<file path="src/sv/rek_pkg.sv">
`timescale 1ns / 1ps
`default_nettype none

package rek_pkg;

    localparam int COUNT_BITS_DEFAULT = 16;

    localparam logic [7:0]  BOOL_EDIT_CODE   = 8'h11;
    localparam logic [7:0]  EDIT_MODE_RESET  = 8'h00;
    localparam logic [15:0] LONG_PRESS_RESET = 16'd3000;

    localparam int CFG_DATA_W = 16;

    localparam logic CFG_EDIT_MODE  = 1'b0;
    localparam logic CFG_LONG_PRESS = 1'b1;

    localparam logic [2:0] KEY_LEFT  = 3'd0;
    localparam logic [2:0] KEY_UP    = 3'd1;
    localparam logic [2:0] KEY_DOWN  = 3'd2;
    localparam logic [2:0] KEY_RIGHT = 3'd3;
    localparam logic [2:0] KEY_MENU  = 3'd4;
    localparam logic [2:0] KEY_ENTER = 3'd5;

    typedef enum logic [1:0] {
        PHASE_RELEASED = 2'd0,
        PHASE_COUNTING = 2'd1,
        PHASE_LONG     = 2'd2
    } phase_t;

    typedef struct packed {
        logic pin_a;
        logic pin_b;
        logic button_level;
    } rek_in_t;

    typedef struct packed {
        logic       key_valid;
        logic [2:0] key_code;
        logic       rotation_mark;
    } rek_out_t;

    typedef struct packed {
        logic [7:0]  edit_mode;
        logic [15:0] long_press_ticks;
    } rek_cfg_t;

endpackage

`default_nettype wire

</file>
<file path="src/sv/rek_decode.sv">
`timescale 1ns / 1ps
`default_nettype none

module rek_decode
    import rek_pkg::*;
#(
    parameter int COUNT_BITS = COUNT_BITS_DEFAULT
) (
    input  wire logic     aclk,
    input  wire logic     aresetn,
    input  wire logic     advance,
    input  wire rek_in_t  sample,
    input  wire rek_cfg_t cfg,
    output rek_out_t      result
);

    localparam int CMP_W = (COUNT_BITS > 16) ? COUNT_BITS : 16;

    logic [2:0]            prev_sample_reg;
    logic [2:0]            prev_sample_next;
    phase_t                phase_reg;
    phase_t                phase_next;
    logic [COUNT_BITS-1:0] ticks_reg;
    logic [COUNT_BITS-1:0] ticks_next;

    logic                  nav_mode;
    logic                  a_fall;
    logic                  btn_fall;
    logic [COUNT_BITS-1:0] ticks_inc;
    logic                  long_hit;
    logic                  short_release;
    logic                  release_event;

    assign nav_mode  = (cfg.edit_mode == '0);
    assign a_fall    = prev_sample_reg[0] && !sample.pin_a;
    assign btn_fall  = prev_sample_reg[2] && !sample.button_level;
    assign ticks_inc = (ticks_reg == '1) ? ticks_reg : ticks_reg + 1'b1;
    assign long_hit  = CMP_W'(ticks_inc) > CMP_W'(cfg.long_press_ticks);
    assign short_release = CMP_W'(ticks_reg) < CMP_W'(cfg.long_press_ticks);
    assign release_event = (phase_reg != PHASE_RELEASED) && (ticks_reg != '0);

    assign prev_sample_next = {sample.button_level, sample.pin_b, sample.pin_a};

    always_comb begin
        phase_next = phase_reg;
        if (nav_mode) begin
            if (!sample.button_level) begin
                case (phase_reg)
                    PHASE_RELEASED: begin
                        if (btn_fall) begin
                            phase_next = PHASE_COUNTING;
                        end
                    end
                    PHASE_COUNTING: begin
                        if (long_hit) begin
                            phase_next = PHASE_LONG;
                        end
                    end
                    default: begin
                        phase_next = phase_reg;
                    end
                endcase
            end else if (release_event) begin
                phase_next = PHASE_RELEASED;
            end
        end
    end

    always_comb begin
        ticks_next = ticks_reg;
        result     = '0;
        if (nav_mode) begin
            if (!sample.button_level) begin
                case (phase_reg)
                    PHASE_RELEASED: begin
                        if (btn_fall) begin
                            ticks_next = '0;
                        end
                    end
                    PHASE_COUNTING: begin
                        ticks_next = ticks_inc;
                        if (long_hit) begin
                            result.key_valid = 1'b1;
                            result.key_code  = KEY_MENU;
                        end
                    end
                    default: begin
                        ticks_next = ticks_inc;
                    end
                endcase
            end else if (release_event) begin
                ticks_next = '0;
                if (short_release) begin
                    result.key_valid = 1'b1;
                    result.key_code  = KEY_ENTER;
                end
            end else if (a_fall) begin
                result.key_valid = 1'b1;
                result.key_code  = sample.pin_b ? KEY_DOWN : KEY_UP;
            end
        end else begin
            if (btn_fall) begin
                result.key_valid = 1'b1;
                result.key_code  = KEY_ENTER;
            end else if (a_fall) begin
                result.key_valid     = 1'b1;
                result.key_code      = sample.pin_b ? KEY_LEFT : KEY_RIGHT;
                result.rotation_mark = (cfg.edit_mode != BOOL_EDIT_CODE);
            end
        end
    end

    always_ff @(posedge aclk) begin
        if (!aresetn) begin
            prev_sample_reg <= '0;
            phase_reg       <= PHASE_RELEASED;
            ticks_reg       <= '0;
        end else if (advance) begin
            prev_sample_reg <= prev_sample_next;
            phase_reg       <= phase_next;
            ticks_reg       <= ticks_next;
        end
    end

endmodule

`default_nettype wire

</file>
<file path="src/sv/rotary_encoder_key_decoder.sv">
`timescale 1ns / 1ps
`default_nettype none

// Key decoder for a rotary encoder with a push button. Every accepted transaction is one
// sample of pins A and B and the active-low button, and it produces exactly one result
// transaction with the key event, if any, for that tick. One transaction is taken per clock
// cycle while m_ready does not stall the output. A sample is held in the input register, the
// whole decode is combinational between the input and result registers, and its result is
// offered on m_valid from the result register. The edit_mode and long_press_ticks registers
// are written through the configuration port; the user must write them only while no
// transaction is in flight, as the block itself does not enforce this.

module rotary_encoder_key_decoder
    import rek_pkg::*;
#(
    parameter int COUNT_BITS = COUNT_BITS_DEFAULT
) (
    input  wire logic                  aclk,
    input  wire logic                  aresetn,
    input  wire logic                  s_valid,
    output logic                       s_ready,
    input  wire rek_in_t               s_data,
    output logic                       m_valid,
    input  wire logic                  m_ready,
    output rek_out_t                   m_data,
    input  wire logic                  cfg_wr_en,
    input  wire logic                  cfg_addr,
    input  wire logic [CFG_DATA_W-1:0] cfg_wdata
);

    rek_cfg_t cfg_reg;
    logic     in_valid_reg;
    rek_in_t  in_data_reg;
    logic     out_valid_reg;
    rek_out_t out_data_reg;
    rek_out_t decode_result;
    logic     advance;

    assign advance = in_valid_reg && (!out_valid_reg || m_ready);
    assign s_ready = !in_valid_reg || advance;
    assign m_valid = out_valid_reg;
    assign m_data  = out_data_reg;

    rek_decode #(
        .COUNT_BITS(COUNT_BITS)
    ) u_decode (
        .aclk    (aclk),
        .aresetn (aresetn),
        .advance (advance),
        .sample  (in_data_reg),
        .cfg     (cfg_reg),
        .result  (decode_result)
    );

    always_ff @(posedge aclk) begin
        if (!aresetn) begin
            cfg_reg.edit_mode        <= EDIT_MODE_RESET;
            cfg_reg.long_press_ticks <= LONG_PRESS_RESET;
        end else if (cfg_wr_en) begin
            case (cfg_addr)
                CFG_EDIT_MODE:  cfg_reg.edit_mode        <= cfg_wdata[7:0];
                CFG_LONG_PRESS: cfg_reg.long_press_ticks <= cfg_wdata[15:0];
                default:        cfg_reg                  <= cfg_reg;
            endcase
        end
    end

    always_ff @(posedge aclk) begin
        if (!aresetn) begin
            in_valid_reg  <= 1'b0;
            out_valid_reg <= 1'b0;
        end else begin
            if (s_ready) begin
                in_valid_reg <= s_valid;
            end
            if (advance) begin
                out_valid_reg <= 1'b1;
            end else if (m_ready) begin
                out_valid_reg <= 1'b0;
            end
        end
    end

    always_ff @(posedge aclk) begin
        if (s_ready && s_valid) begin
            in_data_reg <= s_data;
        end
        if (advance) begin
            out_data_reg <= decode_result;
        end
    end

endmodule

`default_nettype wire
</file>
<file path="config.mk">
export PLATFORM = sky130hd
export DESIGN_NAME = rotary_encoder_key_decoder
export DESIGN_NICKNAME = d
export VERILOG_FILES = /design/src/sv/rek_pkg.sv /design/src/sv/rek_decode.sv /design/src/sv/rotary_encoder_key_decoder.sv
export SDC_FILE = /design/constraint.sdc
export NUM_CORES = 1
export LEC_CHECK = 0
export BUFFER_PORTS_ARGS = -buffer_cell sky130_fd_sc_hd__buf_2
export CAP_MARGIN = 30
export CORE_ASPECT_RATIO = 1.2
export CORE_MARGIN = 3
export CORE_UTILIZATION = 54
export CTS_CLUSTER_SIZE = 20
export DETAILED_ROUTE_END_ITERATION = 10
export PLACE_DENSITY = 0.77
export REMOVE_ABC_BUFFERS = 1
export SYNTH_ARGS = -nofsm -noshare
export SYNTH_HDL_FRONTEND = slang
export SYNTH_SLANG_ARGS = --single-unit
</file>
<file path="constraint.sdc">
create_clock -name aclk -period 3 [get_ports aclk]
set_input_delay 0.3 -clock aclk [delete_from_list [all_inputs] [get_ports aclk]]
set_output_delay 0.3 -clock aclk [all_outputs]
set_load 0.02 [all_outputs]
</file>
**Word-level counts from Yosys, hierarchy flattened**

Cells that the tools add are included.

- Input port bits: 25
- Register bits after elaboration: 55
- Logic and storage cells: 69
- Output and inout port bits: 7

- Multiplexer cells: 23
- Bitwise gates (word level): 2
- Reductions and logical operators: 22
- Equality and inequality tests: 6
- Add/subtract/negate cells: 1
- Magnitude comparators: 2

Operator list:

| operator | count |
|---|---|
| 16-bit 2-to-1 mux | 5 |
| 4-bit 2-to-1 mux | 8 |
| 16-bit by 1-bit adder with 16-bit output (second input constant) | 1 |
| 16-bit equality test (second input constant) | 1 |
| 16-bit > comparator | 1 |
| 16-bit less-than comparator | 1 |
| 16-bit nonzero test | 1 |
| 2-bit 2-to-1 mux | 6 |
| 8-bit logical NOT | 1 |
| 8-bit by 5-bit inequality test with 1-bit output (second input constant) | 1 |
| 3-bit by 2-bit inequality test with 1-bit output (second input constant) | 2 |
| 6-bit AND reduction | 1 |
| 1-bit logical AND | 5 |
| 5-bit 2-to-1 mux | 1 |
| 1-bit logical NOT | 4 |
| 2-bit one-hot mux with 2 select lines | 1 |
| 2-bit AND reduction | 2 |
| 4-bit AND reduction | 1 |
| 2-bit nonzero test | 2 |
| 3-bit nonzero test | 1 |
| 3-bit OR reduction | 1 |
| 2-bit by 1-bit equality test with 1-bit output (second input constant) | 1 |
| 2-bit logical NOT | 1 |
| 1-bit logical OR | 2 |
| 3 further kinds | 5 |

**Depth between registers and ports, before layout**

Gate-level depths: netlist (run 1).

- Depth after elaboration: 7
- Gate-level depth with buffers: 14
- Mapped depth without buffers: 13

**Hierarchy**

From an unflattened synthesis (run 1), not the netlist that was laid out.

- Cell total of the unflattened synthesis: 401
- Area, all modules: 3602.2 µm²

Modules (own cells, without submodules):

| module | times used | area an instance (µm²) | cells an instance |
|---|---|---|---|
| rek_decode | 1 | 2272.2 | 279 |
| rotary_encoder_key_decoder | 1 | 1330.0 | 122 |

**Worst setup path after synthesis (run 1)**

No wires, ideal clock.

- Path kind: reg2reg
- Start point: reg u_decode.ticks_reg[1]
- End point: reg out_data_reg (netlist bit m_data[4]) (data pin)
- Required time: 2.731 ns
- Path slack: -0.204 ns
- Stages on the path, launching flop included: 15
- Clock period less this slack: 3.204 ns
- Data arrival time: 2.935 ns
- Buffers on the path: 1
- Setup time: 0.269 ns
- Path through: dfxtp_1 ha_1 nand2_1 or3_1 clkbuf_1 nor3_2 nor3_1 xor2_1 ha_1 nand2_1 o21ai_0 a221o_1 a211o_1 a31oi_1 nand3_1

RTL lines:

| element | RTL line | RTL |
|---|---|---|
| start: declaration | rek_decode.sv:23 | `logic [COUNT_BITS-1:0] ticks_reg;` |
| start signal: assignment | rek_decode.sv:121 | `ticks_reg <= ticks_next;` |
| end signal: assignment | rotary_encoder_key_decoder.sv:89 | `out_data_reg <= decode_result;` |
| end: declaration | rotary_encoder_key_decoder.sv:35 | `rek_out_t out_data_reg;` |

==> flow_metrics.tcl, run 1 <==
set metrics [dict create \
    outcome "finished, violations left" \
    failed_checks "setup timing" \
    die_w_um 77.6 \
    synth_top_area_frac 0.277 \
    intPower_mw 1.16 \
    hold_class "input port to flip-flop" \
    rsz0062_at_grt "yes" \
    seq_area_frac_synth 0.350 \
    finalSetupTns_ps -275 \
    fp.coreArea_um2 5820 \
    largest_register_ffs 24 \
    htree_levels 2 \
    grt_util_all_layers 0.240 \
    maxCapViolCount 0 \
    leakage_nw 1.88 \
    clkTransAtPathRegs_ps 100 \
    yosysMostFrequentCell "nand2_1" \
    maxSlewViolCount 0 \
    switching_share 0.232 \
    pwr-share-comb 0.111 \
    setup_ws_ps -129 \
    die_h_um 91.9 \
    drt_iter0_markers 207 \
    yosysTopAreaCell "dfxtp_1" \
    synth_warnings 0 \
    wire_per_inst_um 15.2 \
    drc_errors 0 \
    synth_area_per_cell_um2 8.47 \
    p_total_mw 1.51 \
    portBuffers 31 \
    netlist_instances 392 \
    synth-edff-count 8 \
    async_reset_ff_frac 0 \
    fin_nets 524 \
    finalWorstPathRequiredPeriod_ps 3130 \
    fin_crit_sh 1.04 \
    insertion_delay_ps 310 \
    rows 30 \
    clkSinkCount 54 \
    crit_path_max_fanout 4 \
    peakVddDrop_mv 0.278 \
    dp_hpwl_um 6140 \
    initial_core_util 0.571 \
    synth-main-ff-cell "dfxtp_1" \
    gp_congestion 0.965 \
    grtUsageMet3 0.0295 \
    grt_max_degree 37 \
    p_sw_mw 0.349 \
    cts-root-buf "clkbuf_8" \
    tritoncts "built" \
    antenna_found_initial 0 \
    ant_nets 0 \
    top_usage_layer "met2" \
    p_clk_frac 0.378 \
    setup_viol 4 \
    fp.dieArea_um2 7130 \
    use_met1 0.312 \
    cp_data_required_time_ps 3050 \
    drive_gt1_frac 0.283 \
    synth_area_leaders "dfxtp_1 28%, ha_1 12%, edfxtp_1 7.2%" \
    vias_per_cell 5.70 \
    ys_ff_latch 54 \
    grt_pass1_vias 2931 \
    overflow 0 \
    tightestPinTransition_ps 880 \
    synthDistinctLibCells 59 \
    numCtsBuffers 5 \
    dp_cells 530 \
    drt_pass1_iterations 5 \
    crit_arrival_ps 3170 \
    timing.fmax_ghz 0.320 \
    design.portCount 32 \
    grt_first_pass_wirelength_um 13900 \
    powerDensity_nw_per_um2 357 \
    finalWirelength_um 8330 \
    critPathCaptureType "flip-flop" \
    cts_buffer_depth 2 \
    syn_to_final_growth_pct 27.2 \
    hold_viol_final 0 \
    final_cells 547 \
    yosys-top-cells-count "56 x nand2_1, 46 x dfxtp_1, 33 x ha_1" \
    cp-start-kind "flip-flop" \
    relSlewSlack 0.412 \
    worstSetupPathType "flip-flop to flip-flop" \
    fin_skew_ps 7.84 \
    n_antenna_cell 0 \
    use_met2 0.414 \
    power_frac_seq 0.511 \
    vias 3117 \
    syn_area_um2 3320 \
]
==> worst paths after layout <==
kind,slack (ps),to,cells past startpoint,from
min reg2reg,470,cfg_reg[15],2,cfg_reg[15]
max,-130,m_data[4],13,u_decode.ticks_reg[1]
max reg2reg,-130,m_data[4],13,u_decode.ticks_reg[1]
min,160,in_data_reg[0],1,s_data[0]
==> layout by cell type (no fill, tap or decap), types with 3 or more instances in the layout <==
master    count
nand2_1      55
buf_4        49
dfxtp_1      39
buf_2        31
ha_1         30
inv_1        29
nor2_1       20
a21oi_1      20
o21ai_0      13
a21boi_0     12
nor2b_1      11
nand3_1      10
o211ai_1      8
mux2i_1       8
edfxtp_1      8
xnor2_1       7
o21ai_1       7
nor3_1        6
a22o_1        6
dfxtp_2       6
clkbuf_8      5
nand4_1       4
a21oi_2       4
nand3_2       3
xor2_1        3
nor3_4        3
o21a_1        3
a221o_1       3
and4_1        3
nor4_1        3
ha_4          3
==> worst max-delay path, stage by stage, from the launching register on <==
cell     delay [ps]
dfxtp_4         380
ha_4            150
nand2_4          70
or3_4           420
nor3_4          200
nor2_1           70
a21oi_2         180
ha_4            240
nand4_1         170
nor2_1           70
a221o_1         320
a211o_1         310
a31oi_2         160
nand3_1         100
==> stage by stage <==
stage           util  hold slack [ps]  setup slack (ps)  cell area, um2
5_1_grt        0.726              152              -234            4220
4_1_cts        0.707              158             -45.8            4110
3_3_place_gp   0.656              453              -137            3820
2_1_floorplan      -              389              -164            3250
6_report       0.726              160              -129            4220
3_5_place_dp   0.656              459              -290            3820
==> logic make-up after synthesis <==
logic type	after synthesis	synth area share
multiplexers	9	0.0275
AO/OA/AOI/OAI	94	0.189
buffers and inverters	44	0.0543
adder cells (fa/ha/maj)	33	0.124
AND/OR/NAND/NOR	146	0.223
XOR/XNOR	12	0.0317
flip-flops	54	0.350
==> power by group through the flow <==
stage                     Sequential [mW]  Combinational [mW]  Clock [mW]
after global placement              0.788               0.151           0
after detailed placement            0.789               0.156           0
after floorplan                     0.790               0.100           0
after CTS                           0.773               0.160       0.577
final                               0.772               0.167       0.570
after global routing                0.774               0.187       0.602
==> layer usage <==
| layer | up-vias | part of all wire |
|---|---|---|
| li1 | 1542 | - |
| met1 | 1460 | 0.44 |
| met2 | 88 | 0.49 |
| met3 | 27 | 0.044 |
| met4 | 0 | 0.024 |
| met5 | - | 0 |
==> final cells by class <==
| type | count | area [um2] |
|---|---|---|
| Fill cell | 437 | 1600 |
| Inverter | 29 | 109 |
| Timing Repair Buffer | 82 | 546 |
| Multi-Input combinational cell | 294 | 2160 |
| Clock buffer | 5 | 68.8 |
| Tap cell | 80 | 100 |
| Sequential cell | 54 | 1170 |
| Clock inverter | 3 | 63.8 |
==> repair_timing <==
action,4_1_cts,5_1_grt
endpoints found under the setup margin,3,4
resized for setup,30,16
pin swaps,18,16
buffers inserted,5,4
hold buffers,0,0
Note: power is estimated with default switching activity, not from simulation.
==> run 2, diff against run 1 <==
Settings changed: TNS_END_PERCENT from default to 20.
==> run 2 against run 1 <==
  * The run still ends with setup timing left
  * Sequential cell count unchanged
  * Cell count decreased by 0.73%
  * Sequential power about the same
  * Global-route usage decreased by 0.23 points
  * Final area decreased by 1.5%
  * Combinational power about the same
  * Setup slack improved by 40 ps
  * Non-clock buffer count decreased by 4
  * Clock skew increased by 0.65 ps
  * Sequential share of layout area increased by 0.28 points
  * Register-to-register slack improved by 40 ps
  * Wire length decreased by 0.61%
==> flow_metrics.tcl, run 2 (same netlist as run 1, synthesis figures left out) <==
set metrics [dict create \
    outcome "finished, violations left" \
    failed_checks "setup timing" \
    design.portCount 32 \
    p_sw_mw 0.354 \
    hold_viol_final 0 \
    wire_per_inst_um 15.2 \
    clkSinkCount 54 \
    worstSetupPathType "flip-flop to flip-flop" \
    initial_core_util 0.571 \
    rsz0062_at_grt "yes" \
    gp_congestion 0.965 \
    drt_iter0_markers 277 \
    dp_hpwl_um 6140 \
    mostFrequentLayoutCells "55 x nand2_1, 47 x buf_4, 42 x dfxtp_1, 31 x ha_1, 31 x buf_2" \
    intPower_mw 1.16 \
    antenna_found_initial 0 \
    crit_path_max_fanout 4 \
    final_cells 543 \
    dp_cells 530 \
    n_antenna_cell 0 \
    critPathCaptureType "flip-flop" \
    finalWorstPathRequiredPeriod_ps 3090 \
    setup_ws_ps -89.4 \
    die_w_um 77.6 \
    ant_nets 0 \
    largest_register_ffs 24 \
    fin_nets 520 \
    pwr-share-comb 0.110 \
    vias 3108 \
    drc_errors 0 \
    portBuffers 31 \
    numCtsBuffers 5 \
    switching_share 0.234 \
    relSlewSlack 0.410 \
    place_ws_ps -290 \
    fp.dieArea_um2 7130 \
    drt_pass1_iterations 5 \
    final_common_cell "nand2_1" \
    cts_buffer_depth 2 \
    grt_util_all_layers 0.238 \
    maxSlewViolCount 0 \
    maxCapViolCount 0 \
    p_clk_frac 0.380 \
    crit_arrival_ps 3140 \
    timing.fmax_ghz 0.324 \
    leakage_nw 1.85 \
    grt_max_degree 37 \
    peakVddDrop_mv 0.285 \
    clkTransAtPathRegs_ps 100 \
    fin_crit_sh 1.03 \
    drive_gt1_frac 0.263 \
    finalWirelength_um 8280 \
    fp.coreArea_um2 5820 \
    cts-root-buf "clkbuf_8" \
    fill_cells 449 \
    cp-start-kind "flip-flop" \
    syn_to_final_growth_pct 25.3 \
    die_h_um 91.9 \
    hold_class "input port to flip-flop" \
    fin_skew_ps 8.49 \
    tritoncts "built" \
    rows 30 \
    power_frac_seq 0.510 \
    cp_data_required_time_ps 3050 \
    setup_viol 3 \
    htree_levels 2 \
    grt_pass1_vias 2912 \
    powerDensity_nw_per_um2 364 \
    tightestPinTransition_ps 884 \
    holdWs_ps 159 \
    insertion_delay_ps 310 \
    grt_first_pass_wirelength_um 13800 \
    vias_per_cell 5.72 \
    overflow 0 \
]
run 2: cell types whose count changed in the layout (fill, tap and decap cells not counted), moves of 2 or more:
cell / previous run / this run
buf_4: 49 / 47
dfxtp_2: 6 / 4
a21oi_2: 4 / 2
a21oi_1: 20 / 22
buf_6: 2 / 0
dfxtp_1: 39 / 42
run 2: area by class of cell:
type | count | area (um2) | share of cell area
clock inverters | 3 | 63.8 | 0.0153
inverters | 29 | 109 | 0.0262
clock buffers | 5 | 68.8 | 0.0165
multi-input cells | 294 | 2140 | 0.515
flip-flops and latches | 54 | 1170 | 0.280
well taps | 80 | 100 | 0.0241
repair buffers | 78 | 508 | 0.122
run 2: worst paths after layout:
kind,start,to,slack [ps],depth (start not counted)
hold / removal,s_data[0],in_data_reg[0],160,1
setup / recovery,u_decode.ticks_reg[0],m_data[4],-90,13
setup reg to reg,u_decode.ticks_reg[0],m_data[4],-90,13
hold reg to reg,cfg_reg[15],cfg_reg[15],470,2
run 2: worst max-delay path, stage by stage (launching register included):
cell and delay, ps:
dfxtp_2 370, ha_4 150, nand2_4 70, or3_4 420, nor3_4 210, nor2_1 80, a21oi_2 170, ha_4 230
a21oi_1 150, nand2_1 70, a221o_1 360, a211o_1 270, a31oi_2 160, nand3_1 110
run 2: power groups by stage:
| stage | registers, mW | clock network (mW) | logic [mW] |
|---|---|---|---|
| 2_1_floorplan | 0.790 | 0 | 0.100 |
| 3_3_place_gp | 0.788 | 0 | 0.151 |
| 3_5_place_dp | 0.789 | 0 | 0.156 |
| 4_1_cts | 0.773 | 0.577 | 0.160 |
| 5_1_grt | 0.775 | 0.604 | 0.187 |
| 6_report | 0.773 | 0.575 | 0.166 |
run 2: per-stage QoR:
stage	cell area, um2	utilization	setup TNS [ps]	total power [mW]
global placement	3820	0.656	-249	0.939
CTS	4070	0.700	-59.4	1.51
floorplan	3250	-	-303	0.890
finish	4160	0.715	-149	1.51
detailed placement	3820	0.656	-589	0.945
global route	4160	0.715	-596	1.57
run 2: layer usage:
| metal | vias up | track usage | part of all wire |
|---|---|---|---|
| li1 | 1535 | - | - |
| met1 | 1436 | 0.310 | 0.43 |
| met2 | 112 | 0.406 | 0.49 |
| met3 | 25 | 0.0295 | 0.057 |
| met4 | 0 | 0.0757 | 0.023 |
| met5 | - | 0 | 0 |
run 2: timing repair:
| action | CTS | global route |
|---|---|---|
| resized for setup | 25 | 12 |
| endpoints found under the setup margin | 3 | 4 |
| hold buffers | 0 | 0 |
| setup buffers | 3 | 2 |
| pin swaps | 18 | 6 |
| hold endpoints to repair | 0 | 0 |
